## config.mk

```make
export PLATFORM = sky130hd
export DESIGN_NAME = swa_apb_regs
export DESIGN_NICKNAME = d
export VERILOG_FILES = /design/src/design/sliding_window_average_core_macros.svh /design/src/design/swa_pkg.sv /design/src/design/swa_apb_regs.sv
export SDC_FILE = /design/constraint.sdc
export NUM_CORES = 1
export LEC_CHECK = 0
export BUFFER_PORTS_ARGS = -buffer_cell sky130_fd_sc_hd__buf_2
export CORE_MARGIN = 1
export CORE_UTILIZATION = 36
export CTS_BUF_LIST = sky130_fd_sc_hd__clkbuf_4 sky130_fd_sc_hd__clkbuf_8
export CTS_CLUSTER_SIZE = 14
export DETAILED_ROUTE_END_ITERATION = 12
export PLACE_DENSITY = 0.87
export SLEW_MARGIN = 25
export SYNTH_ARGS = -nofsm -noshare
export SYNTH_HDL_FRONTEND = slang
export SYNTH_SLANG_ARGS = --single-unit
export TNS_END_PERCENT = 1
```

## constraint.sdc

```tcl
create_clock -name i_clk -period 1.55 [get_ports i_clk]
set_input_delay 0.0775 -clock i_clk [delete_from_list [all_inputs] [get_ports i_clk]]
set_output_delay 0.0775 -clock i_clk [all_outputs]
set_load 0.1 [all_outputs]
```

## src/design/sliding_window_average_core_macros.svh

```systemverilog
// ----------------------------------------------------------------------------
// sliding_window_average_core_macros.svh
// Assertion shorthands for the boxcar average core.
// ----------------------------------------------------------------------------
`ifndef SLIDING_WINDOW_AVERAGE_CORE_MACROS_SVH
`define SLIDING_WINDOW_AVERAGE_CORE_MACROS_SVH

// same-cycle implication
`define SWA_ASSERT_SAME(lbl, clk, rst_n, ante, cons, msg) \
    lbl: assert property (@(posedge clk) disable iff (!rst_n) (ante) |-> (cons)) \
        else $error(msg);

// next-cycle implication
`define SWA_ASSERT_NEXT(lbl, clk, rst_n, ante, cons, msg) \
    lbl: assert property (@(posedge clk) disable iff (!rst_n) (ante) |=> (cons)) \
        else $error(msg);

`endif

```

## src/design/swa_pkg.sv

```systemverilog
// ----------------------------------------------------------------------------
// swa_pkg
// Shared widths, constants and types of the boxcar average core.
// ----------------------------------------------------------------------------
package swa_pkg;

    localparam int unsigned SMP_W          = 16;   // sample width
    localparam int unsigned AVG_W          = 16;   // average width
    localparam int unsigned WS_W           = 11;   // window register width
    localparam int unsigned FILL_W         = 11;   // fill count width
    localparam int unsigned SUM_W          = 32;   // running sum, wraps
    localparam int unsigned WCMP_W         = 17;   // holds any window limit
    localparam int unsigned MAX_WINDOW_DEF = 1024;
    localparam logic [WS_W-1:0] WS_RESET   = WS_W'(1024);

    localparam int unsigned PDATA_W = 32;
    localparam int unsigned PADDR_W = 3;

    // register index, taken from paddr[2]
    localparam logic REG_WINDOW_SIZE = 1'b0;

    typedef enum logic [1:0] {
        S_IDLE,     // waiting for a sample
        S_WRAP,     // ring positions brought below the window
        S_RD,       // oldest sample back from the ring
        S_DIV       // mean in the divider
    } t_state;

    typedef struct packed {
        logic              start;
        logic [SUM_W-1:0]  dividend;
        logic [FILL_W-1:0] divisor;
    } t_div_req;

endpackage

```

## src/design/swa_apb_regs.sv

```systemverilog
// ----------------------------------------------------------------------------
// swa_apb_regs
// APB register file: the window size register.
// ----------------------------------------------------------------------------
module swa_apb_regs import swa_pkg::*; (
    input  logic               i_clk,
    input  logic               i_rst_n,
    input  logic               psel,
    input  logic               penable,
    input  logic               pwrite,
    input  logic [PADDR_W-1:0] paddr,
    input  logic [PDATA_W-1:0] pwdata,
    output logic [PDATA_W-1:0] prdata,
    output logic               pready,
    output logic [WS_W-1:0]    o_window_size
);

    logic [WS_W-1:0] r_ws;
    logic            wr_en;

    assign wr_en = psel && penable && pwrite && (paddr[2] == REG_WINDOW_SIZE);

    always_ff @(posedge i_clk) begin
        if (!i_rst_n) begin
            r_ws <= WS_RESET;
        end else if (wr_en) begin
            r_ws <= pwdata[WS_W-1:0];
        end
    end

    always_comb begin
        unique case (paddr[2])
            REG_WINDOW_SIZE: prdata = {{(PDATA_W-WS_W){1'b0}}, r_ws};
            default:         prdata = '0;
        endcase
    end

    assign pready        = 1'b1;
    assign o_window_size = r_ws;

endmodule

```

# Yosys cells after proc, flatten, opt, wreduce, memory -nomap -nowiden
# Index checks and enable logic that the tools add are counted.
[op_classes]
muxes = 1
bitwise = 1
reduce_logical = 3
[op_table]
columns = ["operator", "count"]
rows = [
  ["$mux W11", 1],
  ["$logic_and A1 B1 Y1", 3],
  ["$not A1 Y1", 1],
]
[word_totals]
ff_bits = 11
wordCells = 6

# Logic depth before layout (Yosys ltp)
[logic_depth]
depth_word = 3
mapped_depth = 3
ltp_nobuf = 2

# Worst setup path after synthesis
# OpenSTA, ideal clock, no wires.
[synth_path]
kind = "register -> output"
from = "register r_ws[10], in the netlist o_window_size[10]"
to = "output port prdata[10]"
arrival_ps = 2392
setup_slack_ps = -919
path_stages_with_launch = 2
n_path_buf = 0
cell_sequence = "dfxtp_1 nor2b_1"
[synth_via]
elab_chain_len = 1
[synth_lines]
columns = ["item", "line", "rtl"]
rows = [
  ["start, declared", "swa_apb_regs.sv:18", "logic [WS_W-1:0] r_ws;"],
  ["start signal, assigned", "swa_apb_regs.sv:27", "r_ws <= pwdata[WS_W-1:0];"],
  ["$mux W11", "swa_apb_regs.sv:32", "unique case (paddr[2])"],
  ["end, declared", "swa_apb_regs.sv:13", "output logic [PDATA_W-1:0] prdata,"],
]
# No other way between the ends.

# Final worst setup path
[layout_path]
from = "register r_ws[7], in the netlist o_window_size[7]"
to = "output port prdata[7]"
# Same word-level chain as after synthesis.

==> out/qor_table.md <==
| Parameter | This run |
|:---|:---|
| Root buffer selected by CTS | sky130_fd_sc_hd__clkbuf_4 |
| Setup WS post-layout | 0.299 ns |
| Worst hold-check path type | in2reg |
| Drc violations | 0 |
| Iteration count of the initial detailed-routing pass | 2 |
| Crit-path slowest cell | sky130_fd_sc_hd__buf_2 |
| Placer's final routability congestion estimate | 0.572 |
| Clock power share | 23.1% |
| H-tree depth | 1 |
| Relative contribution of sequential cells to total power | 33.0% |
| Hold wc startpoint | pwdata[3] |
| Setup_tns | 0 ns |
| Number of distinct standard cells referenced by the synthesized netlist | 10 |
| Final critical-path required period | 1.25 ns |
| Num ports | 84 |
| Clk sinks | 11 |
| Multi-input gate area in the final layout | 440 um^2 |
| Sum of buffers and inverters on the critical path | 1 |
| Area growth from synthesis to layout | 29.8% |
| Sw Ratio | 49.7% |
| Routed Antenna Nets | 0 |
| Endpoint type of the worst setup path | output pin |
| R2R setup slack | 0.93 ns |
| Yosys synthesis warning count | 0 |
| Die height | 46.4 um |
| Total GRT Usage | 13.4% |
| Internal cell power | 447 uW |
| Cell-by-cell trace of the critical path | nor2b_4 > buf_2 |
| Post-synth ARST share | 0% |
| Effective utilization at floorplan | 39.8% |
| Cell class contributing the biggest share of worst-path delay | buffers and inverters |
| Wire length per cell after detailed routing | 8.99 um |
| Cell type with the highest aggregate area in the netlist | sky130_fd_sc_hd__dfxtp_1 |
| Switch Pwr | 442 uW |
| Area of all sequential standard cells | 221 um^2 |
| Worst clock skew | 0 ns |
| Synth area leaders | sky130_fd_sc_hd__dfxtp_1, sky130_fd_sc_hd__buf_4, sky130_fd_sc_hd__mux2i_1 |
| Post-DR vias/cell | 4.03 |
| Antenna violations before repair | 0 |
| Clock buffers created by TritonCTS | 3 |
| Result of the run | completed |
| Startpoint class of the critical path | flop |
| Number of flops mapped to enable cells by yosys | 0 |
| Portion of the clock cycle consumed by the worst path in the final layout | 80.7% |
| Count of buffers added by post-CTS timing repair for setup | 0 |
| Max clock buf depth | 2 |
| Site Rows | 15 |
| Die Width | 46.4 um |
| Fillers | 186 |
| Average instance area after synthesis | 8.45 um^2 |
| Clock tree from TritonCTS | yes |
| Max reg flops | 11 |
| Arrival time reported for the critical path endpoint | 1.17 ns |
| Synthesized instance count | 84 |
| Hold worst-path end | o_window_size[3]$_SDFFE_PN0P_ |
| Relative contribution of combinational cells to total power | 43.9% |
| Finish-stage setup viols | 0 |
| Cell count of the worst reg-to-reg path | 2 |
| Max-slew violation total from the final report | 0 |
| Via count of the first global-routing pass | 511 |
| Synth Cell Area | 709 um^2 |
| Power per standard cell area | 965 mW/mm^2 |
| Max Cap Viol | 0 |
| Detailed Route Iter0 Violations | 2 |
| Maximum vdd ir drop | 505 uV |
| Most frequently used flop master after synthesis | sky130_fd_sc_hd__dfxtp_1 |
| Sum of net half-perimeters after detailed placement | 1050 um |
| RSZ-0062 raised after global routing | false |
| Post-route worst hold slack | 0.0576 ns |
| Number of buffers added to fix hold violations after cts | 0 |
| Total instance count after detailed placement | 142 |
| Floorplan core area | 0.00178 mm^2 |
| Pin count of the biggest net entering global routing | 23 |
| Leakage | 0.467 nW |
| Critical-path maximum fanout | 3 |
| Layout cells sized above 1 | 46.3% |
| Post-Layout Cell Count | 146 |
| Sequential element share of the synthesized area | 31.0% |
| Top cell types by occurrence after synthesis | sky130_fd_sc_hd__buf_4, sky130_fd_sc_hd__nand2_1, sky130_fd_sc_hd__nor2b_1, sky130_fd_sc_hd__dfxtp_1, sky130_fd_sc_hd__mux2i_1 |
| First-pass GRT wire length | 1990 um |
| Setup CP Type | reg2out |
| Final wirelength | 1310 um |
| Fmax | 0.800 GHz |
| Placement-stage worst setup slack | 0.445 ns |
| Critical R2R Capture | o_window_size[7]$_SDFFE_PN0P_ |
| Final antenna diode count | 0 |
| Utilization of the core after routing | 51.6% |
| IO buf count | 38 |
| Post-CTS Resized | 0 |
| Total via count after detailed routing | 589 |
| Startpoint of the lowest-slack register-to-register path | o_window_size[7]$_SDFFE_PN0P_ |
| Number of failing hold endpoints at the final stage | 0 |
| Required time of the worst setup path | 1.47 ns |
| Total overflow reported by the global router | 0 |
| Number of synthesized register bits | 11 |
| Clk pin slew, worst setup/hold paths | 0.07 ns |
| Slowest stage delay, CP | 0.42 ns |
| Number of nets in the final layout | 162 |
| WHS Path Cells | 3 |
| Cell with the most instances after synthesis | sky130_fd_sc_hd__buf_4 |
| Total die area | 0.00215 mm^2 |
| Later-pin clock latency in the skew report | 0.25 ns |
| Fraction of synthesized cell area taken by the top area cell type | 31.0% |
cell usage in the layout (no fill, tap or decap):
master and count:
sky130_fd_sc_hd__and2b_2 1, sky130_fd_sc_hd__and4b_4 1, sky130_fd_sc_hd__buf_2 38, sky130_fd_sc_hd__buf_4 1
sky130_fd_sc_hd__clkbuf_4 4, sky130_fd_sc_hd__conb_1 22, sky130_fd_sc_hd__dfxtp_1 10, sky130_fd_sc_hd__dfxtp_2 1
sky130_fd_sc_hd__mux2i_1 11, sky130_fd_sc_hd__nand2_1 20, sky130_fd_sc_hd__nor2b_1 2, sky130_fd_sc_hd__nor2b_4 10
power by group through the flow:
stage               combinational [mW]  sequential [mW]  clock, mW
floorplan                        0.357            0.344          0
global placement                 0.388            0.299          0
detailed placement               0.391            0.300          0
CTS                              0.391            0.293      0.215
global route                     0.405            0.294      0.228
finish                           0.390            0.293      0.205
per-stage QoR:
| stage | area, um^2 | total power, mW |
|---|---|---|
| floorplan | 862 | 0.701 |
| global placement | 891 | 0.688 |
| detailed placement | 891 | 0.691 |
| CTS | 921 | 0.900 |
| global route | 921 | 0.927 |
| finish | 921 | 0.889 |
layer usage:
metal	track usage, %	part of all wire, %	vias to the layer above	routed length (um)
met4	5.29	0.46	0	6
met2	23.9	52	36	681
met3	3.53	7.3	2	96
met1	14.7	40	261	528
li1	-	-	290	-
met5	0	0	-	0
cell type report:
class	count	area share, %
multi-input combinational	67	47.8
sequential	11	24.0
timing repair buffer	39	21.5
tap	25	3.40
clock buffer	4	3.26
worst max path at each step:
stage	start	endpoint	slack, ns	cells past startpoint
6_report	o_window_size[7]$_SDFFE_PN0P_	prdata[7]	0.30	2
5_1_grt	o_window_size[0]$_SDFFE_PN0P_	prdata[0]	0.23	2
4_1_cts	o_window_size[1]$_SDFFE_PN0P_	prdata[1]	0.28	2
3_3_place_gp	paddr[2]	prdata[5]	0.45	4
2_1_floorplan	o_window_size[0]$_SDFFE_PN0P_	prdata[0]	-0.16	1
3_5_place_dp	paddr[2]	prdata[7]	0.44	4
worst register-to-register path, cell delays in order, from the launching register on:
cell	delay [ns]
sky130_fd_sc_hd__dfxtp_1	0.36
sky130_fd_sc_hd__nand2_1	0.07
sky130_fd_sc_hd__mux2i_1	0.13
kinds of logic after synthesis:
kind of cell,count (synthesis),synth area share [%]
flops,11,31.0
simple gates,34,24.2
mux,11,15.5
buf+inv,26,28.2
other cells,2,1.06
Power figures use the tool's default switching activity.
