File: config.mk
export PLATFORM = sky130hd
export DESIGN_NAME = swa_div
export DESIGN_NICKNAME = d
export VERILOG_FILES = /design/src/design/sliding_window_average_core_macros.svh /design/src/design/swa_pkg.sv /design/src/design/swa_div.sv
export SDC_FILE = /design/constraint.sdc
export NUM_CORES = 1
export LEC_CHECK = 0
export BUFFER_PORTS_ARGS = -buffer_cell sky130_fd_sc_hd__buf_4
export CAP_MARGIN = 30
export CORE_MARGIN = 2
export CORE_UTILIZATION = 45
export DETAILED_ROUTE_END_ITERATION = 10
export MAX_ROUTING_LAYER = met4
export PLACE_DENSITY = 0.67
export SLEW_MARGIN = 0
export SYNTH_ARGS = -nofsm -noshare
export SYNTH_HDL_FRONTEND = slang
export SYNTH_SLANG_ARGS = --single-unit
File: constraint.sdc
create_clock -name i_clk -period 2.9 [get_ports i_clk]
set_input_delay 0.145 -clock i_clk [delete_from_list [all_inputs] [get_ports i_clk]]
set_output_delay 0.145 -clock i_clk [all_outputs]
set_load 0.02 [all_outputs]
File: src/design/sliding_window_average_core_macros.svh
// ----------------------------------------------------------------------------
// sliding_window_average_core_macros.svh
// Assertion shorthands for the boxcar average core.
// ----------------------------------------------------------------------------
`ifndef SLIDING_WINDOW_AVERAGE_CORE_MACROS_SVH
`define SLIDING_WINDOW_AVERAGE_CORE_MACROS_SVH

// same-cycle implication
`define SWA_ASSERT_SAME(lbl, clk, rst_n, ante, cons, msg) \
    lbl: assert property (@(posedge clk) disable iff (!rst_n) (ante) |-> (cons)) \
        else $error(msg);

// next-cycle implication
`define SWA_ASSERT_NEXT(lbl, clk, rst_n, ante, cons, msg) \
    lbl: assert property (@(posedge clk) disable iff (!rst_n) (ante) |=> (cons)) \
        else $error(msg);

`endif

File: src/design/swa_pkg.sv
// ----------------------------------------------------------------------------
// swa_pkg
// Shared widths, constants and types of the boxcar average core.
// ----------------------------------------------------------------------------
package swa_pkg;

    localparam int unsigned SMP_W          = 16;   // sample width
    localparam int unsigned AVG_W          = 16;   // average width
    localparam int unsigned WS_W           = 11;   // window register width
    localparam int unsigned FILL_W         = 11;   // fill count width
    localparam int unsigned SUM_W          = 32;   // running sum, wraps
    localparam int unsigned WCMP_W         = 17;   // holds any window limit
    localparam int unsigned MAX_WINDOW_DEF = 1024;
    localparam logic [WS_W-1:0] WS_RESET   = WS_W'(1024);

    localparam int unsigned PDATA_W = 32;
    localparam int unsigned PADDR_W = 3;

    // register index, taken from paddr[2]
    localparam logic REG_WINDOW_SIZE = 1'b0;

    typedef enum logic [1:0] {
        S_IDLE,     // waiting for a sample
        S_WRAP,     // ring positions brought below the window
        S_RD,       // oldest sample back from the ring
        S_DIV       // mean in the divider
    } t_state;

    typedef struct packed {
        logic              start;
        logic [SUM_W-1:0]  dividend;
        logic [FILL_W-1:0] divisor;
    } t_div_req;

endpackage

File: src/design/swa_div.sv
// ----------------------------------------------------------------------------
// swa_div
// Restoring divider, one quotient bit per cycle; sum by fill count.
// ----------------------------------------------------------------------------
module swa_div import swa_pkg::*; (
    input  logic             i_clk,
    input  logic             i_rst_n,
    input  t_div_req         i_req,
    output logic             o_done,
    output logic [AVG_W-1:0] o_quot
);

    localparam int unsigned CNT_W = $clog2(SUM_W + 1);

    logic              r_busy;
    logic              r_done;
    logic [CNT_W-1:0]  r_cnt;
    logic [FILL_W-1:0] r_rem;
    logic [SUM_W-1:0]  r_dvd;     // dividend shifts out, quotient shifts in
    logic [FILL_W-1:0] r_dvs;

    logic [FILL_W:0]   trial;
    logic [FILL_W:0]   diff;
    logic              ge;

    // remainder stays below divisor, so trial < 2*divisor
    assign trial = {r_rem, r_dvd[SUM_W-1]};
    assign ge    = trial >= {1'b0, r_dvs};
    assign diff  = trial - {1'b0, r_dvs};

    always_ff @(posedge i_clk) begin
        if (!i_rst_n) begin
            r_busy <= 1'b0;
            r_done <= 1'b0;
            r_cnt  <= '0;
        end else if (i_req.start) begin
            r_busy <= 1'b1;
            r_done <= 1'b0;
            r_cnt  <= CNT_W'(SUM_W);
        end else if (r_busy) begin
            r_cnt <= r_cnt - CNT_W'(1);
            if (r_cnt == CNT_W'(1)) begin
                r_busy <= 1'b0;
                r_done <= 1'b1;
            end
        end
    end

    always_ff @(posedge i_clk) begin
        if (i_req.start) begin
            r_rem <= '0;
            r_dvd <= i_req.dividend;
            r_dvs <= i_req.divisor;
        end else if (r_busy) begin
            r_rem <= ge ? diff[FILL_W-1:0] : trial[FILL_W-1:0];
            r_dvd <= {r_dvd[SUM_W-2:0], ge};
        end
    end

    assign o_done = r_done;
    assign o_quot = r_dvd[AVG_W-1:0];

endmodule

# Yosys cells after proc, flatten, opt, wreduce, memory -nomap -nowiden
# Cells that the tools add are included.
totals:
  elab_cells: 23
  in_bits: 46
  register_bits: 62
  out_inout_bits: 17
op_classes:
  n_reduce_logical: 3
  bitwise_logic: 1
  eq_ne: 1
  order_cmp: 1
  addsub: 2
  mux: 8
ops:
  columns: ["cell", "n"]
  rows:
  - ["$mux W32", 2]
  - ["$ge A12 B11 Y1", 1]
  - ["$mux W6", 2]
  - ["$mux W11", 1]
  - ["$sub A11 B11 Y11", 1]
  - ["$eq A6 B1 Y1 const B", 1]
  - ["$sub A6 B1 Y6 const B", 1]
  - ["$mux W1", 3]
  - ["$reduce_and A2 Y1", 1]
  - ["$reduce_bool A2 Y1", 1]
  - ["$reduce_or A2 Y1", 1]
  - ["$not A1 Y1", 1]

# Depth between registers and ports, before layout
# Gate-level depths: netlist of run 1.
depth:
  depth_word: 4
  ltp_mapped: 10
  mapped_depth_nobuf: 9

# Worst setup path before layout of run 1
# No wires, ideal clock.
synth_timing:
  kind: "register to register"
  start: "register r_dvd[31]"
  end: "register r_rem[0]"
  stages_incl_launch_ff: 10
  path_buffers: 0
  required_ns: 2.821
  path_slack_ns: 0.732
  synth_period_minus_slack_ns: 2.168
  t_arrival_ns: 2.089
  cell_sequence: "edfxtp_1 inv_1 ha_1 fa_1 nor2b_1 o31a_1 o21ai_2 o21ai_2 mux2_4 a211oi_2"
synth_between:
  elab_chain_cells: 2
synth_rtl:
  columns: ["item", "line", "text"]
  rows:
  - ["from (decl)", "swa_div.sv:19", "logic [SUM_W-1:0] r_dvd;"]
  - ["from (signal assigned)", "swa_div.sv:52", "r_dvd <= i_req.dividend;"]
  - ["from (signal assigned)", "swa_div.sv:56", "r_dvd <= {r_dvd[SUM_W-2:0], ge};"]
  - ["$sub A11 B11 Y11 / $ge A12 B11 Y1 (equally long branches)", "swa_div.sv:29, swa_div.sv:28", null]
  - ["$mux W11 (*)", "swa_div.sv:55", "r_rem <= ge ? diff[FILL_W-1:0] : trial[FILL_W-1:0];"]
  - ["to (signal assigned)", "swa_div.sv:55", null]
  - ["to (decl)", "swa_div.sv:18", "logic [FILL_W-1:0] r_rem;"]
# Every way passes the cells marked *; elsewhere a longest branch is shown, timed or not.
# A chain may end at the register's enable or synchronous reset.

# Worst setup path in the final report of run 1
# Same ends and word-level chain as after synthesis.

==> key figures, run 1 <==
Drt
  • Via count: approximately 2200
  • 1st-iter DRT viols: roughly 120
  • Drt wl/cell: 14.2 um
  • DRC viols: 0
  • Post-DRT Antenna Nets: 0
  • TritonRoute pass-1 iters: 4
  • Post-Route WL: 6220 um
  • Mean number of vias per cell: ~5

Clock tree
  • Htree depth: 3
  • Setup Buffers After CTS: 0
  • CTS-repair resized insts: 0
  • Num CTS Buffers: 9
  • CTS tree: done
  • CTS max path bufs: 2
  • Skew-Pair Late Insertion Delay: 330 ps
  • Clock Tree Root: clkbuf_8
  • Clock Sinks: 62
  • Clock Pin Slew Worst Setup and Hold Paths: about 70 ps

Pwr
  • Leakage: about 0.0016 uW
  • Peak VDD IR: 0.303 mV
  • Power density cells: 585 mW/mm2
  • Final total power: 2340 uW

Synthesis
  • Synth top cells by count: 43 x edfxtp_1, 32 x mux2_2, 22 x nor2_1
  • Ys Warns: 0
  • EDFF count, synth: 43
  • Cell variety after synth: 48
  • Cell count after synthesis: 272
  • Syn nets: 332
  • Cell with the most instances after synthesis: edfxtp_1
  • Leading area contributor after synthesis: edfxtp_1
  • Seq/Total Area, Yosys: 0.517
  • Area contributors post-synth: edfxtp_1 40%, dfxtp_1 12%, mux2_2 11%, ha_1 5.0%, buf_4 3.7%
  • Flops & latches, synth: 62
  • Async set-or-reset flop fraction in the synthesized netlist: 0
  • Post-synth top area share: 0.399
  • Mapped cell area: 0.00324 mm2
  • Syn Area/Cell: 11.9 um2
  • Top_reg_cell synth: edfxtp_1

Timing
  • Slew margin rel.: 0.719
  • Slew Viols, Final: 0
  • Tightest Pin Transition: 421 ps
  • Minimum hold slack: 35.8 ps
  • Final setup fails: 0
  • Endpoints failing hold: 0
  • RSZ-0062 raised after global routing: no
  • Fin crit period: 2460 ps
  • Final worst slack: 442 ps
  • Period Utilization, post-route: 0.848
  • Setup_tns: 0 ps
  • Final Skew: 8.71 ps
  • FMAX: 407 MHz

GRT
  • Antenna violations before repair: 0
  • GR Util All Layers: 0.178
  • Global-route wire length before repair: 10300 um
  • Largest net degree at the start of global routing: 26
  • Vias in the first global route: approximately 2200
  • Total congestion overflow: 0

Placed design
  • Pre-CTS setup slack: 469 ps
  • HPWL after DPL: roughly 4400 um
  • IO buf count: 62
  • GP Congestion: 0.904

Cells and area
  • Layout cells sized above 1: 0.363
  • Post-layout util: 0.581
  • Antenna Diode Count: 0
  • Synth-to-Final Area Change: 23.4%
  • NumNets Final: 397

Floorplan
  • Starting Density: 0.471
  • I/O pin count: 63
  • Die area: 0.00788 mm2
  • Die Span Y: 88.8 um
  • Rows: 30
  • Area of the core: 0.00687 mm2
  • Die width: 88.8 um

Run
  • Max_cap viols: 0

Min path
  • Worst Hold Path Cells: 2
  • Min-delay worst type: input port to flop
  • Hold Path End: r_cnt[5]
  • HP Start: i_rst_n

Setup path
  • Reg2reg setup slack: 440 ps
  • Crit-path max FO: 10
  • Worst setup SP type: flop
  • Worst r2r path cells: 10
  • FF-to-FF End: r_rem[0]
  • Worst EP arrival: 2710 ps
  • Critical path class: flop to flop
  • Crit end category: flop
  • Critical Path RT: around 3200 ps
  • R2R Path Start: r_dvd[31]

Run status
  • Status: complete, no violations
-- through the flow --
stage	area, um2	instances
6_report	3990	438
5_1_grt	3990	438
4_1_cts	3990	438
3_5_place_dp	3700	411
3_3_place_gp	3700	411
2_1_floorplan	3240	272
-- layout make-up --
cell class                      instances  area (um2)
Clock buffer                           12         135
Multi-Input combinational cell        167        1330
Sequential cell                        62        1670
Tap cell                               96         120
Fill cell                             600        2880
Inverter                               17        65.1
Timing Repair Buffer                   80         628
Clock inverter                          4        47.5
-- cells in the final DEF (no fill, tap or decap), drive strengths merged, types with 8 or more instances in the layout --
cell         instances
dlygate4sd3         11
a211oi               9
inv                 16
ha                  13
dfxtp               19
nor2                22
edfxtp              43
xnor2                8
buf                 69
mux2                33
nand2               11
o21ai               12
clkbuf              12
-- worst max-delay path, cell delays in order, from the launching register on --
cell and delay, ps:
edfxtp_1 320, inv_1 60, ha_1 220, fa_1 400
nor2b_1 160, o31a_1 190, o21ai_2 130, o21ai_2 160
buf_4 210, mux2_4 320, a211oi_2 200
-- layer usage --
metal  vias to the layer above  global-route usage  share of wire
met1                      1062               0.224           0.47
met4                         0              0.0716          0.019
met3                         8              0.0494          0.049
met2                        62               0.269           0.46
met5                         -                   -              0
li1                       1104                   -              -
-- worst max-delay path by stage --
stage	from	end	slack, ps	cells after the start
detailed placement	r_dvd[31]	r_rem[0]	470	10
finish	r_dvd[31]	r_rem[0]	440	10
CTS	r_dvd[31]	r_rem[0]	450	10
global placement	r_dvd[31]	r_rem[0]	540	10
floorplan	r_dvd[31]	r_rem[0]	730	9
global route	r_dvd[31]	r_rem[0]	260	10
-- what timing repair did --
item                                    in CTS  in global routing
hold endpoints to repair                    11                  0
endpoints found under the setup margin       0                  0
hold buffers                                11                  0
-- power breakdown --
| group | total [uW] | internal [uW] | switching [uW] |
|---|---|---|---|
| sequential | 1090 | 1040 | 44.3 |
| clock | 725 | 396 | 329 |
| combinational | 524 | 262 | 262 |
| total | 2340 | 1700 | 635 |
-- sequential cells by signal, summed over array words and instances (netlist names) --
signal  flops
o_done      1
r_busy      1
r_rem      11
r_cnt       6
r_dvd      32
r_dvs      11
-- cell families (layout without fill, tap and decap cells) --
| logic type | Yosys count | count (layout) | share of synthesized area |
|---|---|---|---|
| simple gates | 61 | 61 | 0.0978 |
| mux | 40 | 40 | 0.138 |
| buf+inv | 43 | 113 | 0.0735 |
| xor+xnor | 9 | 9 | 0.0244 |
| flops | 62 | 62 | 0.517 |
| compound gates | 43 | 43 | 0.0936 |
| fa+ha+maj | 14 | 14 | 0.0565 |
(Power assumes the default switching activity.)
==> inputs of run 2 (changes only) <==
PLACE_DENSITY = 0.7   (was 0.67)
clock period = 2.13 ns   (was 2.9 ns; I/O delays follow)
==> run 2 against run 1 <==
Compared with the run above: the flow now finishes with violations (setup timing); worst setup slack lost 530 ps; non-clock buffer count grew 35; combinational power grew 64%; sequential share of layout area shrank 3.1 points; register-to-register slack lost 530 ps; fmax grew 11%; critical path type unchanged; final area grew 7.9%; count of clock-buffer cells in the layout shrank 1; core utilization grew 4.6 points.
==> key figures, run 2 (synthesized netlist as in run 1, its figures left out) <==
Run status
  • Status: complete, but fails checks
  • Failing checks: setup timing

Floorplan
  • Starting Density: 0.471
  • I/O pin count: 63
  • Rows: 30
  • Area of the core: 0.00687 mm2
  • Die area: between 0.007 and 0.008 mm2
  • Die Span Y: 88.8 um
  • Die width: 88.8 um

Drt
  • Drt wl/cell: around 13 um
  • Mean number of vias per cell: 4.93
  • Post-Route WL: roughly 6300 um
  • 1st-iter DRT viols: 150
  • TritonRoute pass-1 iters: 4
  • Via count: 2334
  • DRC viols: 0
  • Post-DRT Antenna Nets: 0

Setup path
  • Worst EP arrival: 2480 ps
  • Crit-path slowest cell: edfxtp_1
  • Crit end category: flop
  • CP Cell Sequence: ha_4 > fa_2 > nor2b_2 > o31a_1 > o21ai_2 > o21ai_2 > buf_4 > mux2_4 > a211oi_2
  • Worst setup SP type: flop
  • Most frequent CP cell: o21ai_2
  • Crit-path max FO: 3
  • Kind of cell adding the most delay to the critical path: compound AO/OA/AOI/OAI gates
  • Critical path class: flop to flop
  • CP bufs+invs: 1
  • Crit path largest cell delay: 420 ps
  • Critical Path RT: approximately 2400 ps

Cells and area
  • Largest register FFs: 32
  • Antenna Diode Count: 0
  • Regs by FF count: r_dvd x32, r_dvs x11, r_rem x11
  • Synth-to-Final Area Change: 33.1%
  • Layout cells sized above 1: 0.438
  • Most frequent cells in the layout: 102 x buf_4, 43 x edfxtp_1, 32 x mux2_2, 22 x nor2_1, 19 x dfxtp_1
  • Commonest non-fill, non-tap cell in the layout: buf_4
  • Biggest register: r_dvd
  • NumNets Final: 432

Timing
  • Period Utilization, post-route: 1.04
  • Slew Viols, Final: 0
  • RSZ-0062 raised after global routing: yes
  • FMAX: approximately 450 MHz
  • Endpoints failing hold: 0
  • Fin crit period: 2220 ps
  • Final setup fails: 3
  • Slew margin rel.: 0.752
  • Tightest Pin Transition: 372 ps
  • Final Skew: 10.9 ps
  • Final worst slack: -88.4 ps

Pwr
  • Reg power frac: 0.445
  • Final total power: 3320 uW
  • Sw power: approximately 900 uW
  • Peak VDD IR: 0.444 mV
  • Int Pwr: 2420 uW
  • Sw frac: 0.271
  • Leakage: 0.00180 uW
  • Clock power frac: 0.296
  • Combinational share of power: 0.259
  • Power density cells: 771 mW/mm2

Placed design
  • HPWL after DPL: 4580 um
  • Pre-CTS setup slack: -93.6 ps
  • GP Congestion: 0.971
  • IO buf count: 62

GRT
  • Global-route wire length before repair: about 11000 um
  • GR Util All Layers: 0.184
  • Total congestion overflow: 0
  • Vias in the first global route: 2420
  • Antenna violations before repair: 0
  • Largest net degree at the start of global routing: 27

Clock tree
  • Clock Sinks: 62
  • Skew-Pair Late Insertion Delay: 340 ps
  • CTS tree: done
  • Clock Pin Slew Worst Setup and Hold Paths: 70 ps
  • Num CTS Buffers: 9
  • Htree depth: 3
  • CTS max path bufs: 2
  • Clock Tree Root: clkbuf_8

Min path
  • Min-delay worst type: input port to flop

Run
  • Max_cap viols: 0
-- run 2: cell count changes in the layout (fill, tap and decap cells not counted), sizes merged --
cell	previous run	this run
dlygate4sd3	11	12
clkinvlp	0	1
clkbuf	12	11
buf	69	103
-- run 2: what timing repair did --
item / in CTS / in global routing
gates resized for setup: 3 / 3
hold buffers: 12 / 0
setup buffers: 1 / 3
setup endpoints to repair: 11 / 12
endpoints found under the hold margin: 13 / 0
pin swaps: 3 / 5
-- run 2: path summary, 6_finish.rpt --
path | startpoint | endpoint | slack [ps] | cells after the start
hold / removal | i_req[39] | r_dvd[28] | 70 | 2
setup / recovery | r_dvs[0] | r_rem[0] | -90 | 9
hold reg to reg | o_done | o_done | 480 | 2
setup reg to reg | r_dvs[0] | r_rem[0] | -90 | 9
-- run 2: metal layers --
metal  vias to the layer above  routed length (um)  share of wire  track usage
met3                         8                 326          0.051       0.0522
met4                         0                  80          0.013       0.0579
li1                       1177                   -              -            -
met5                         -                   0              0            -
met2                        55                3130           0.49        0.293
met1                      1094                2810           0.44        0.227
-- run 2: area by class of cell --
class                      instances  area, um2
clock buffer                      11        131
clock inverter                     5       50.0
fill                             535       2560
inverter                          17       65.1
multi-input combinational        167       1360
sequential                        62       1670
tap                               96        120
timing repair buffer             115        906
-- run 2: stage by stage --
step                      cells   util  instance area, um2  hold WS, ps  setup TNS [ps]
after floorplan             272      -                3240          205           -20.4
after global placement      441  0.574                3940          286           -44.8
after detailed placement    441  0.574                3940          287            -241
after CTS                   470  0.622                4270         54.8            -247
after global routing        473  0.627                4310         58.8           -1160
final                       473  0.627                4310         65.6            -170
-- run 2: power groups by stage --
stage	Sequential (uW)	Combinational, uW	Clock (uW)
3_5_place_dp	1500	811	0
3_3_place_gp	1500	800	0
2_1_floorplan	1490	538	0
5_1_grt	1490	949	1050
4_1_cts	1480	847	1010
6_report	1480	860	983
==> inputs of run 3 (changes only) <==
CORE_MARGIN = not set   (was 2)
==> run 3 against run 2 <==
Compared with the run above: the flow still finishes with violations (setup timing); first-iteration DRC count is 53% lower; fmax shrank 0.13%; flip-flop and latch count unchanged; worst setup slack got worse by 2.8 ps; total power grew 1.6%; largest cell class unchanged; register-to-register slack barely moved; final area rose by 0.76%; highest routed layer unchanged; final cell count fell by 0.63%.
==> key figures, run 3 (synthesized netlist as in run 1, its figures left out) <==
Cells and area
  • Fill cells: 539
  • Most frequent cells in the layout: 95 x buf_4, 43 x edfxtp_1, 32 x mux2_2, 22 x nor2_1, 19 x dfxtp_1
  • Synth-to-Final Area Change: 34.1%
  • Layout cells sized above 1: 0.449
  • Design Area, Final: 0.00434 mm2
  • Regs by FF count: r_dvd x32, r_dvs x11, r_rem x11
  • Commonest non-fill, non-tap cell in the layout: buf_4
  • Antenna Diode Count: 0
  • Register cell area after layout: 0.00167 mm2
  • Largest register FFs: 32
  • Fin cells: 470
  • Biggest register: r_dvd
  • NumNets Final: 429
  • Area of the multi-input gates: between 0.001 and 0.0015 mm2

Drt
  • Drt wl/cell: about 14 um
  • Via count: 2341
  • Post-DRT Antenna Nets: 0
  • Mean number of vias per cell: 4.98
  • Post-Route WL: 6570 um
  • DRC viols: 0
  • TritonRoute pass-1 iters: 4
  • 1st-iter DRT viols: 71

Timing
  • Endpoints failing hold: 0
  • Tightest Pin Transition: between 300 and 400 ps
  • Slew margin rel.: 0.770
  • Final Skew: 5.61 ps
  • Slew Viols, Final: 0
  • Setup_tns: -391 ps
  • Period Utilization, post-route: 1.04
  • Final worst slack: -91.2 ps
  • Final setup fails: 6
  • FMAX: 450 MHz
  • Fin crit period: about 2200 ps
  • RSZ-0062 raised after global routing: yes

Pwr
  • Sw power: 931 uW
  • Int Pwr: between 2000 and 2500 uW
  • Peak VDD IR: roughly 0.42 mV
  • Leakage: 0.00179 uW
  • Power density cells: 777 mW/mm2
  • Reg power frac: 0.439
  • Sw frac: 0.276
  • Combinational share of power: 0.267
  • Clock power frac: 0.293

Setup path
  • Most frequent CP cell: buf_6
  • CP Cell Sequence: inv_2 > ha_2 > fa_2 > nor2b_2 > o31a_1 > o21ai_2 > o21ai_4 > buf_6 > buf_6 > mux2i_2 > a211oi_2
  • Crit-path slowest cell: fa_2
  • Worst EP arrival: about 2400 ps
  • R2R Path Start: r_dvd[31]
  • Crit end category: flop
  • Critical path class: flop to flop
  • Worst setup SP type: flop
  • Critical Path RT: 2350 ps
  • CP startpoint: r_dvd[31]
  • Crit-path max FO: 4
  • Crit path largest cell delay: 350 ps

Placed design
  • IO buf count: 62
  • DP Area: 0.00391 mm2
  • GP Congestion: 0.925
  • HPWL after DPL: 4550 um
  • Cells after DPL: approximately 440

GRT
  • Global-route wire length before repair: 11000 um
  • Largest net degree at the start of global routing: 28
  • Vias in the first global route: 2460
  • Total congestion overflow: 0
  • GR Util All Layers: 0.202
  • Antenna violations before repair: 0

Clock tree
  • Clock Pin Slew Worst Setup and Hold Paths: 70 ps
  • CTS max path bufs: 2
  • CTS tree: done
  • Clock Tree Root: clkbuf_8
  • Num CTS Buffers: 9
  • Clock Sinks: between 60 and 70
  • Skew-Pair Late Insertion Delay: 340 ps
  • Htree depth: 3

Min path
  • HP Start: i_req[30]
  • Min-delay worst type: input port to flop

Floorplan
  • Rows: 30
  • Die Span Y: 86.8 um
  • Area of the core: 0.00687 mm2
  • I/O pin count: 63
  • Die area: 0.00753 mm2
  • Die width: 86.8 um
  • Starting Density: 0.471

Run
  • Max_cap viols: 0

Run status
  • Failing checks: setup timing
  • Status: complete, but fails checks
run 3: cell count changes in the layout (fill, tap and decap cells not counted), moves of 2 or more:
cell	before	now
a211oi_1	7	4
buf_6	0	4
buf_4	102	95
ha_2	0	2
a211oi_2	2	5
run 3: final cells by class:
| cell class | instances | share of cell area |
|---|---|---|
| Sequential cell | 62 | 0.385 |
| Inverter | 17 | 0.0150 |
| Tap cell | 96 | 0.0277 |
| Clock buffer | 11 | 0.0303 |
| Clock inverter | 5 | 0.0115 |
| Timing Repair Buffer | 112 | 0.207 |
| Multi-Input combinational cell | 167 | 0.323 |
run 3: layer usage:
metal | wire, um | global-route usage | vias to the layer above
met5 | 0 | - | -
met4 | 153 | 0.121 | 0
met3 | 262 | 0.0524 | 13
met2 | 3260 | 0.311 | 62
met1 | 2900 | 0.239 | 1104
li1 | - | - | 1162
run 3: critical path, delay by kind of cell (launching register included):
family,cells,cell delay (ps)
buffers and inverters,3,300
adders and majority gates,2,540
AOI/OAI and AO/OA,4,560
DFF,1,340
and+or+nand+nor,1,130
muxes,1,230
run 3: path summary, 6_finish.rpt:
| check | to | slack, ps | depth (start not counted) |
|---|---|---|---|
| setup / recovery | r_rem[7] | -90 | 11 |
| hold / removal | r_dvd[19] | 60 | 2 |
| setup reg to reg | r_rem[7] | -90 | 11 |
| hold reg to reg | o_done | 470 | 2 |
run 3: timing repair:
item | 4_1_cts | 5_1_grt
resized for setup | 9 | 9
setup buffers | 4 | 1
pin swaps | 5 | 8
endpoints found under the setup margin | 12 | 12
hold buffers | 12 | 0
hold endpoints to repair | 13 | 0
run 3: power by group through the flow:
stage / clock network [uW] / registers [uW] / logic [uW]
after floorplan: 0 / 1490 / 538
after global placement: 0 / 1500 / 785
after detailed placement: 0 / 1500 / 799
after CTS: 1010 / 1480 / 862
after global routing: 1050 / 1500 / 984
final: 990 / 1480 / 902
run 3: metrics by stage:
stage	setup slack (ps)	util	hold slack, ps	total power, uW
global placement	-99.2	0.570	284	2290
floorplan	-20.4	-	205	2020
finish	-91.2	0.632	63.1	3370
global route	-177	0.632	45.9	3530
CTS	-110	0.623	49.9	3360
detailed placement	-155	0.570	286	2300
